## src/rtl/wpft_pkg.sv

```systemverilog
// Shared constants and types for the wake port filter table.
package wpft_pkg;

  // Default sizes
  localparam int TABLE_DEPTH_DEF      = 64;
  localparam int SCREEN_OFF_SLOTS_DEF = 8;

  // Field widths fixed by the interface
  localparam int PORT_W     = 16;
  localparam int PROTO_W    = 2;
  localparam int FUNC_W     = 3;
  localparam int ACT_W      = 3;
  localparam int PUSH_W     = 7;
  localparam int LIMIT_W    = 7;
  localparam int IDX_W      = 6;
  localparam int SOC_W      = 4;
  localparam int DZC_W      = 7;
  localparam int CFG_IDX_W  = 2;
  localparam int CFG_DATA_W = 7;
  localparam int ENTRY_W    = PORT_W + PROTO_W;

  // Saturation of the push count
  localparam int PUSH_MAX = 127;

  // Event codes
  localparam logic [FUNC_W-1:0] FUNC_HOOK       = 3'd0;
  localparam logic [FUNC_W-1:0] FUNC_DEV        = 3'd1;
  localparam logic [FUNC_W-1:0] FUNC_SCREEN_ON  = 3'd2;
  localparam logic [FUNC_W-1:0] FUNC_SCREEN_OFF = 3'd3;
  localparam logic [FUNC_W-1:0] FUNC_DOZE_ON    = 3'd4;
  localparam logic [FUNC_W-1:0] FUNC_DOZE_OFF   = 3'd5;
  localparam logic [FUNC_W-1:0] FUNC_READ       = 3'd6;

  // Push actions
  localparam logic [ACT_W-1:0] ACT_NONE    = 3'd0;
  localparam logic [ACT_W-1:0] ACT_PUSH    = 3'd1;
  localparam logic [ACT_W-1:0] ACT_DISABLE = 3'd2;
  localparam logic [ACT_W-1:0] ACT_ENABLE  = 3'd3;
  localparam logic [ACT_W-1:0] ACT_REPUSH  = 3'd4;

  // Stored protocol codes
  localparam logic [PROTO_W-1:0] PROTO_NONE = 2'd0;
  localparam logic [PROTO_W-1:0] PROTO_TCP  = 2'd1;
  localparam logic [PROTO_W-1:0] PROTO_UDP  = 2'd2;

  // IP protocol numbers
  localparam logic [7:0] IP_TCP = 8'd6;
  localparam logic [7:0] IP_UDP = 8'd17;

  // Configuration register indexes
  localparam logic [CFG_IDX_W-1:0] REG_TABLE_LIMIT = 2'd0;
  localparam logic [CFG_IDX_W-1:0] REG_FILTER_SUP  = 2'd1;

  // Sequencer to scan unit
  typedef struct packed {
    logic go;
  } scan_ctl_t;

  // Scan unit to sequencer
  typedef struct packed {
    logic done;
    logic hit;
  } scan_sts_t;

endpackage

```

## src/rtl/wpft_ram.sv

```systemverilog
// Generic single-write, single-read RAM with registered read data.
module wpft_ram #(
  parameter int WIDTH = 18,
  parameter int DEPTH = 64
) (
  input  logic                     clk,
  input  logic                     we,
  input  logic [$clog2(DEPTH)-1:0] waddr,
  input  logic [WIDTH-1:0]         wdata,
  input  logic [$clog2(DEPTH)-1:0] raddr,
  output logic [WIDTH-1:0]         rdata
);

  logic [WIDTH-1:0] mem [DEPTH];

  always_ff @(posedge clk) begin
    if (we) begin
      mem[waddr] <= wdata;
    end
    rdata <= mem[raddr];
  end

endmodule

```

## src/rtl/wpft_scan.sv

```systemverilog
// Serial duplicate-port scan: one table read issued and one compare per cycle.
module wpft_scan #(
  parameter int AW = 6,
  parameter int CW = 7
) (
  input  logic                       clk,
  input  logic                       rst,
  input  wpft_pkg::scan_ctl_t        ctl,
  input  logic [CW-1:0]              count,
  input  logic [wpft_pkg::PORT_W-1:0] key,
  input  logic [wpft_pkg::PORT_W-1:0] ent_port,
  output logic [AW-1:0]              raddr,
  output wpft_pkg::scan_sts_t        sts
);

  import wpft_pkg::*;

  logic          run;
  logic          pend;
  logic [CW-1:0] idx;
  logic          issue;
  logic          match;

  assign issue = run && (idx < count);
  assign match = pend && (ent_port == key);
  assign raddr = idx[AW-1:0];

  assign sts.hit  = match;
  assign sts.done = run && (match || (!issue && !pend));

  always_ff @(posedge clk) begin
    if (rst) begin
      run  <= 1'b0;
      pend <= 1'b0;
      idx  <= '0;
    end else if (ctl.go) begin
      run  <= 1'b1;
      pend <= 1'b0;
      idx  <= '0;
    end else if (run) begin
      if (sts.done) begin
        run  <= 1'b0;
        pend <= 1'b0;
      end else begin
        pend <= issue;
        if (issue) begin
          idx <= idx + 1'b1;
        end
      end
    end
  end

endmodule

```

## src/rtl/wake_port_filter_table_core.sv

```systemverilog
// Top level of the wake port filter table: sequencer, counters, table and scan unit.
//
//  channel  | handshake                     | beat contents
//  ---------+-------------------------------+------------------------------------------
//  command  | start in, busy out            | func, dest_port, ip_protocol,
//           |                               | from_local_in, from_wlan, entry_index
//  result   | done out (one-cycle strobe)   | added, action, push_count, entry_port,
//           |                               | entry_protocol, screen_off_count, doze_count
//  config   | cfg_valid in, cfg_ready out   | cfg_index, cfg_data
//
// A command beat is taken when start is high and busy is low; busy drops with the result
// strobe. A stored-packet check runs exec, scan, write, post, or drops early; the single
// scan unit compares one counted table entry a cycle against the RAM's registered read.
// Other events strobe from exec, a read from the read state. Reset (rst, synchronous)
// empties the table at once through per-entry valid bits; screen on does the same with
// filter support. Config beats are taken only while idle; results cannot be held off.
module wake_port_filter_table_core #(
  parameter int TABLE_DEPTH      = wpft_pkg::TABLE_DEPTH_DEF,
  parameter int SCREEN_OFF_SLOTS = wpft_pkg::SCREEN_OFF_SLOTS_DEF
) (
  input  logic                             clk,
  input  logic                             rst,
  // command
  input  logic                             start,
  output logic                             busy,
  input  logic [wpft_pkg::FUNC_W-1:0]      func,
  input  logic [wpft_pkg::PORT_W-1:0]      dest_port,
  input  logic [7:0]                       ip_protocol,
  input  logic                             from_local_in,
  input  logic                             from_wlan,
  input  logic [wpft_pkg::IDX_W-1:0]       entry_index,
  // result
  output logic                             done,
  output logic                             added,
  output logic [wpft_pkg::ACT_W-1:0]       action,
  output logic [wpft_pkg::PUSH_W-1:0]      push_count,
  output logic [wpft_pkg::PORT_W-1:0]      entry_port,
  output logic [wpft_pkg::PROTO_W-1:0]     entry_protocol,
  output logic [wpft_pkg::SOC_W-1:0]       screen_off_count,
  output logic [wpft_pkg::DZC_W-1:0]       doze_count,
  // configuration
  input  logic                             cfg_valid,
  output logic                             cfg_ready,
  input  logic [wpft_pkg::CFG_IDX_W-1:0]   cfg_index,
  input  logic [wpft_pkg::CFG_DATA_W-1:0]  cfg_data
);

  import wpft_pkg::*;

  localparam int AW = $clog2(TABLE_DEPTH);
  localparam int CW = $clog2(TABLE_DEPTH + 1);
  localparam int SW = $clog2(SCREEN_OFF_SLOTS + 1);
  // Common width for limit, capacity and count arithmetic
  localparam int NW = ((CW > LIMIT_W) ? CW : LIMIT_W) + 1;

  localparam logic [2:0] S_IDLE  = 3'd0;
  localparam logic [2:0] S_EXEC  = 3'd1;
  localparam logic [2:0] S_SCAN  = 3'd2;
  localparam logic [2:0] S_WRITE = 3'd3;
  localparam logic [2:0] S_POST  = 3'd4;
  localparam logic [2:0] S_READ  = 3'd5;

  logic [2:0] state;

  // Configuration registers
  logic [LIMIT_W-1:0] table_limit;
  logic               filter_sup;

  // Mode flags and region counters
  logic          screen_off;
  logic          doze_on;
  logic [SW-1:0] sof;
  logic [SW-1:0] son;
  logic [CW-1:0] dzf;
  logic [CW-1:0] dzn;

  // Latched command
  logic [FUNC_W-1:0]  func_q;
  logic [PORT_W-1:0]  key;
  logic [PROTO_W-1:0] proto_q;
  logic               local_q;
  logic               wlan_q;
  logic [IDX_W-1:0]   idx_q;

  // Table
  logic [TABLE_DEPTH-1:0] valid;
  logic                   vld_q;
  logic                   we;
  logic [AW-1:0]          waddr;
  logic [ENTRY_W-1:0]     rdata;
  logic [AW-1:0]          raddr;
  logic [AW-1:0]          scan_addr;
  logic [PORT_W-1:0]      ent_port;
  logic [PROTO_W-1:0]     ent_proto;

  scan_ctl_t scan_ctl;
  scan_sts_t scan_sts;

  // Region arithmetic
  logic [NW-1:0] lim;
  logic [NW-1:0] sof_w;
  logic [NW-1:0] dzf_w;
  logic [NW-1:0] cap;
  logic [NW-1:0] dslot;
  logic [NW-1:0] dnext;
  logic [SW-1:0] sslot;
  logic [SW-1:0] snext;
  logic [NW-1:0] counted;
  logic [NW-1:0] cnt_sat;
  logic [NW-1:0] push_now;
  logic [NW-1:0] idx_w;
  logic          idx_ok;
  logic          pkt_ok;
  logic          use_doze;

  assign busy      = (state != S_IDLE);
  assign cfg_ready = !busy;

  assign sof_w   = NW'(sof);
  assign dzf_w   = NW'(dzf);
  assign lim     = (NW'(table_limit) < NW'(TABLE_DEPTH)) ? NW'(table_limit)
                                                         : NW'(TABLE_DEPTH);
  assign cap     = (lim > sof_w) ? (lim - sof_w) : '0;
  assign dslot   = (NW'(dzn) >= cap) ? '0 : NW'(dzn);
  assign dnext   = dslot + 1'b1;
  assign sslot   = (son >= SW'(SCREEN_OFF_SLOTS)) ? '0 : son;
  assign snext   = sslot + 1'b1;
  assign counted = sof_w + dzf_w;
  assign cnt_sat = (counted < NW'(TABLE_DEPTH)) ? counted : NW'(TABLE_DEPTH);
  assign push_now = (cnt_sat < NW'(PUSH_MAX)) ? cnt_sat : NW'(PUSH_MAX);

  assign idx_w  = NW'(idx_q);
  assign idx_ok = (idx_w < NW'(TABLE_DEPTH));

  assign pkt_ok = ((func_q == FUNC_HOOK) && filter_sup && doze_on && local_q) ||
                  ((func_q == FUNC_DEV) && filter_sup && wlan_q && screen_off);
  assign use_doze = (func_q == FUNC_HOOK) || doze_on;

  // Entries never written since the last clear read as zero
  assign ent_port  = vld_q ? rdata[PORT_W-1:0] : '0;
  assign ent_proto = vld_q ? rdata[ENTRY_W-1:PORT_W] : PROTO_NONE;

  assign raddr = (state == S_EXEC) ? AW'(idx_w) : scan_addr;
  assign we    = (state == S_WRITE);
  assign waddr = use_doze ? AW'(sof_w + dslot) : AW'(sslot);

  assign scan_ctl.go = (state == S_EXEC) && pkt_ok && !(use_doze && (cap == '0));

  // Counts come straight from the live counters
  logic [NW-1:0] dzf_x;
  assign dzf_x            = dzf_w;
  assign screen_off_count = sof_w[SOC_W-1:0];
  assign doze_count       = dzf_x[DZC_W-1:0];

  wpft_ram #(
    .WIDTH (ENTRY_W),
    .DEPTH (TABLE_DEPTH)
  ) u_ram (
    .clk   (clk),
    .we    (we),
    .waddr (waddr),
    .wdata ({proto_q, key}),
    .raddr (raddr),
    .rdata (rdata)
  );

  wpft_scan #(
    .AW (AW),
    .CW (CW)
  ) u_scan (
    .clk      (clk),
    .rst      (rst),
    .ctl      (scan_ctl),
    .count    (CW'(cnt_sat)),
    .key      (key),
    .ent_port (ent_port),
    .raddr    (scan_addr),
    .sts      (scan_sts)
  );

  // Valid bit follows the read address so it lines up with the registered RAM data
  always_ff @(posedge clk) begin
    vld_q <= valid[raddr];
  end

  // Configuration writes
  always_ff @(posedge clk) begin
    if (rst) begin
      table_limit <= LIMIT_W'(TABLE_DEPTH_DEF);
      filter_sup  <= 1'b0;
    end else if (cfg_valid && cfg_ready) begin
      case (cfg_index)
        REG_TABLE_LIMIT: table_limit <= cfg_data[LIMIT_W-1:0];
        REG_FILTER_SUP:  filter_sup  <= cfg_data[0];
        default: ;
      endcase
    end
  end

  // Command latch
  always_ff @(posedge clk) begin
    if (start && !busy) begin
      func_q  <= func;
      local_q <= from_local_in;
      wlan_q  <= from_wlan;
      idx_q   <= entry_index;
      // Non-TCP/UDP packets store port 0 with no protocol
      if (ip_protocol == IP_TCP) begin
        key     <= dest_port;
        proto_q <= PROTO_TCP;
      end else if (ip_protocol == IP_UDP) begin
        key     <= dest_port;
        proto_q <= PROTO_UDP;
      end else begin
        key     <= '0;
        proto_q <= PROTO_NONE;
      end
    end
  end

  // Result payload: set with the strobe, no reset needed
  always_ff @(posedge clk) begin
    case (state)
      S_EXEC: begin
        added          <= 1'b0;
        action         <= ACT_NONE;
        push_count     <= '0;
        entry_port     <= '0;
        entry_protocol <= PROTO_NONE;
        case (func_q)
          FUNC_SCREEN_ON:  if (filter_sup) action <= ACT_DISABLE;
          FUNC_SCREEN_OFF: if (filter_sup) action <= ACT_ENABLE;
          FUNC_DOZE_OFF: begin
            if (filter_sup) begin
              action     <= ACT_REPUSH;
              push_count <= PUSH_W'(sof_w);
            end
          end
          default: ;
        endcase
      end
      S_POST: begin
        added      <= 1'b1;
        action     <= ACT_PUSH;
        push_count <= PUSH_W'(push_now);
      end
      S_READ: begin
        entry_port     <= idx_ok ? ent_port : '0;
        entry_protocol <= idx_ok ? ent_proto : PROTO_NONE;
      end
      default: ;
    endcase
  end

  // Sequencer and table state
  always_ff @(posedge clk) begin
    if (rst) begin
      state      <= S_IDLE;
      done       <= 1'b0;
      screen_off <= 1'b0;
      doze_on    <= 1'b0;
      sof        <= '0;
      son        <= '0;
      dzf        <= '0;
      dzn        <= '0;
      valid      <= '0;
    end else begin
      done <= 1'b0;
      case (state)
        S_IDLE: begin
          if (start) begin
            state <= S_EXEC;
          end
        end
        S_EXEC: begin
          if (pkt_ok) begin
            // Doze region with no room: drop without scanning
            if (scan_ctl.go) begin
              state <= S_SCAN;
            end else begin
              state <= S_IDLE;
              done  <= 1'b1;
            end
          end else if (func_q == FUNC_READ) begin
            state <= S_READ;
          end else begin
            state <= S_IDLE;
            done  <= 1'b1;
            case (func_q)
              FUNC_SCREEN_ON: begin
                if (filter_sup) begin
                  screen_off <= 1'b0;
                  valid      <= '0;
                  sof        <= '0;
                  son        <= '0;
                  dzf        <= '0;
                  dzn        <= '0;
                end
              end
              FUNC_SCREEN_OFF: if (filter_sup) screen_off <= 1'b1;
              FUNC_DOZE_ON:    doze_on <= 1'b1;
              FUNC_DOZE_OFF: begin
                doze_on <= 1'b0;
                if (filter_sup) begin
                  dzf <= '0;
                  dzn <= '0;
                end
              end
              default: ;
            endcase
          end
        end
        S_SCAN: begin
          if (scan_sts.done) begin
            if (scan_sts.hit) begin
              // Port already known: drop
              state <= S_IDLE;
              done  <= 1'b1;
            end else begin
              state <= S_WRITE;
            end
          end
        end
        S_WRITE: begin
          state        <= S_POST;
          valid[waddr] <= 1'b1;
          if (use_doze) begin
            if (dnext < cap) begin
              dzn <= CW'(dnext);
              if (dzf_w < cap) begin
                dzf <= CW'(dnext);
              end
            end else begin
              dzf <= CW'(cap);
              dzn <= '0;
            end
          end else begin
            // Ring wraps after the last slot; fill then stays full
            if (snext < SW'(SCREEN_OFF_SLOTS)) begin
              son <= snext;
              if (sof < SW'(SCREEN_OFF_SLOTS)) begin
                sof <= snext;
              end
            end else begin
              sof <= SW'(SCREEN_OFF_SLOTS);
              son <= '0;
            end
          end
        end
        S_POST: begin
          state <= S_IDLE;
          done  <= 1'b1;
        end
        S_READ: begin
          state <= S_IDLE;
          done  <= 1'b1;
        end
        default: state <= S_IDLE;
      endcase
    end
  end

endmodule
```

## config.mk

```make
export PLATFORM = sky130hd
export DESIGN_NAME = wake_port_filter_table_core
export DESIGN_NICKNAME = d
export VERILOG_FILES = /design/src/rtl/wpft_pkg.sv /design/src/rtl/wpft_ram.sv /design/src/rtl/wpft_scan.sv /design/src/rtl/wake_port_filter_table_core.sv
export SDC_FILE = /design/constraint.sdc
export NUM_CORES = 2
export LEC_CHECK = 0
export ABC_AREA = 1
export BUFFER_PORTS_ARGS = -buffer_cell sky130_fd_sc_hd__clkbuf_2
export CAP_MARGIN = 20
export CORE_MARGIN = 2
export CORE_UTILIZATION = 40
export DETAILED_ROUTE_END_ITERATION = 10
export GPL_TIMING_DRIVEN = 1
export PLACE_DENSITY = 0.65
export SYNTH_ARGS = -nofsm -noshare
export SYNTH_HDL_FRONTEND = slang
export SYNTH_SLANG_ARGS = --single-unit
```

## constraint.sdc

```tcl
create_clock -name clk -period 8.4 [get_ports clk]
set_clock_uncertainty 0.15 [all_clocks]
set_input_delay 0.84 -clock clk [delete_from_list [all_inputs] [get_ports clk]]
set_output_delay 0.84 -clock clk [all_outputs]
set_load 0.05 [all_outputs]
```

==> results.md <==
* Status: completed
* H-tree depth at 4
* Number of global-route vias before repair at between 30000 and 40000
* Diode count at 0
* Hold Path End: wlan_q
* Grt met1 use at 0.303
* Top cell type by total area after synthesis: edfxtp_1
* Final WS setup at roughly 1.3 ns
* Top post-synthesis cells by area: edfxtp_1, o21ai_0, nor2_1, dfxtp_1, o221ai_1
* Clock sinks at roughly 1300
* Pins over their slew limit at 0
* Die ar. at 0.139 sq mm
* CP Launch Type: flip-flop
* Port Buffer Count at 90
* Clock network latency to the later pin of the worst-skew pair at 0.76 ns
* Netlist Area Pre-Place at between 0.05 and 0.06 sq mm
* First-pass GRT wire length at ~230000 microns
* Sequential share of power at 0.503
* Initial antenna violation count at 1
* DP Wirelength at 86800 microns
* Multi-input logic area at 0.0139 sq mm
* CP Class: reg2reg
* Critical Path RT at a little under 9 ns
* Post-CTS setup buffer count at 0
* Yosys warns at 0
* WL final at 151000 microns
* Most frequent cell on the critical path: nand2_1
* GPL Wtd Cong at 0.948
* Final instance area at roughly 0.061 sq mm
* Mapped Nets at 4475
* Grt met3 use at 0.0364
* Psw at 3.62 mW
* Most frequent cells in the layout: edfxtp_1, nor2_1, o21ai_0
* Max-cap violations at 0
* Avg Inst Size Synth at 12.4 sq um
* Int Power at 11.0 mW
* Critical path arrival at around 7.4 ns
* Final hold violations at 0
* Hold-fix buffers, CTS at 0
* Routed via count at roughly 37000
* Final period util at 0.841
* Reg-to-reg startpoint: table_limit[6]
* WL per Instance at 24.0 microns
* DP Worst Slack at about 1.6 ns
* CTS tree: built
* Crit-path slowest cell: nand2_1
* # setup viols final at 0
* DRT Pass-1 Iters at 6
* GR peak layer: met2
* Ports at 91
* Synthesis-to-layout area growth at 13.1%
* Layout cells sized above 1 at 0.117
* Row count at 135
* Hold Path Class: in2reg
* DP Area at about 0.057 sq mm
* Unrepaired setup endpoints after global routing: no
* Switch share at 0.248
* Setup TNS at 0 ns
* Power Density at 237 mW/mm^2
* #FFs+latches synth at 1337
* Clock transition at the registers of the reported paths at 0.07 ns
* FILL cells at 12000
* Largest net degree at the start of global routing at 194
* # placed instances at slightly above 6000
* Core ar. at 0.135 sq mm
* Starting Density at 0.402
* Hold Slack at 0.120 ns
* Slew HR at 0.316
* FF/Latch Area at between 0.03 and 0.04 sq mm
* Crit path largest cell delay at slightly below 0.6 ns
* DIE WIDTH at 373 microns
* Tmin final at just over 7 ns
* Worst vdd ir at about 0.13 mV
* Gr usage total at 0.214
* Residual DRC at 0
* Leakage dissipation at 19.7 nW
* R2R cell count at 32
* Root Buffer: clkbuf_16
* GR Overflow Total at 0
* Register area share after synthesis at 0.715
* Post_cts resized at 0
* Final nets at roughly 4500
* Worst Hold Launch: from_wlan
* CTS max path bufs at 3
* Critical-path maximum fanout at 29
* Post-Layout Cell Count at 6316
* Antenna viol nets, final at 0
* Worst hold stages at 1
* Worst-Margin Slew at 1.02 ns
* Fmax at roughly 0.14 GHz
* Comb pwr share at 0.091
* Crit end category: flip-flop
* Count of cell types in the netlist at 54
* Grt met2 use at 0.321
* Clk pwr share at 0.406
* Die Ht at roughly 370 microns
* Clock buffer count from CTS at 134
* Commonest non-fill, non-tap cell in the layout: edfxtp_1
* RR Endpoint: u_ram.mem[25][1]
* Top-area cell type share of the netlist area at 0.669
* Initial DRC count at approximately 5000
* Routed vias/inst at roughly 5.8
* Syn Inst Count at 4383
* Flop-to-flop setup slack at 1.34 ns
power groups by stage:
stage               Clock [mW]  Sequential [mW]  Combinational (mW)
floorplan                    0             7.54               0.724
global placement             0             7.48                1.28
detailed placement           0             7.48                1.30
CTS                       6.01             7.34                1.30
global route              6.26             7.34                1.43
finish                    5.93             7.34                1.33
cells in the mapped netlist, drive strengths merged:
cell type	count
and3	1
ha	41
o211ai	146
nor2	736
o311ai	6
a21o	1
a41oi	1
inv	185
o21ai	643
edfxtp	1210
clkbuf	226
dfxtp	127
a2111oi	1
nand3b	5
a211oi	4
xnor2	10
a21oi	132
or3	1
xor2	4
nand2	194
buf	77
nand4	64
o2111ai	2
fa	3
a31oi	2
and2	1
o22ai	150
o41ai	1
nor4	5
nor3b	2
nor3	93
nand3	146
clkinv	4
o221ai	152
or2	7
metal layers:
| metal | vias up | routed length, microns |
|---|---|---|
| met2 | 1822 | 67500 |
| met3 | 291 | 13900 |
| li1 | 16500 | - |
| met5 | - | 0 |
| met1 | 18100 | 62900 |
| met4 | 0 | 7030 |
final cells by class:
type	instances	share of cell area
multi-input combinational	2554	0.225
timing repair buffer	211	0.0236
tap	1781	0.0362
inverter	189	0.0119
clock inverter	73	0.0129
sequential	1337	0.632
clock buffer	171	0.0578
worst max-delay path, delay by kind of cell (launching register included):
family / cells / cell delay [ns]
simple gates: 20 / 3.28
fa+ha+maj: 4 / 1.21
buf+inv: 7 / 1.59
flops: 1 / 0.35
xor+xnor: 1 / 0.20
per-stage QoR:
step           power, mW  utilization
2_1_floorplan       8.27            -
6_report            14.6        0.455
3_5_place_dp        8.78        0.423
3_3_place_gp        8.76        0.423
4_1_cts             14.6        0.455
5_1_grt             15.0        0.455
how the worst max path moves through the flow:
stage / slack (ns) / to / from
detailed placement: 1.58 / u_ram.mem[25][14] / table_limit[6]
global placement: 1.61 / u_ram.mem[50][2] / table_limit[6]
floorplan: 2.12 / u_ram.mem[11][0] / screen_off_count[0]
finish: 1.34 / u_ram.mem[25][1] / table_limit[6]
global route: 0.84 / u_ram.mem[25][6] / table_limit[6]
CTS: 1.51 / u_ram.mem[25][6] / table_limit[6]
flip-flops by register name, summed over array words and instances (netlist names), 4 cells and up:
name / count
u_ram.rdata: 18
u_ram.mem: 1152
screen_off_count: 4
dzn: 7
push_count: 7
valid: 64
idx_q: 6
key: 16
u_scan.idx: 7
entry_port: 16
table_limit: 7
doze_count: 7
logic make-up after synthesis:
family / share of synthesized area
adders and majority gates: 0.0105
and+or+nand+nor: 0.0983
AOI/OAI and AO/OA: 0.137
xor gates and xnor gates: 0.00226
buffers and inverters: 0.0366
DFF: 0.715
Note: power is estimated with default switching activity, not from simulation.
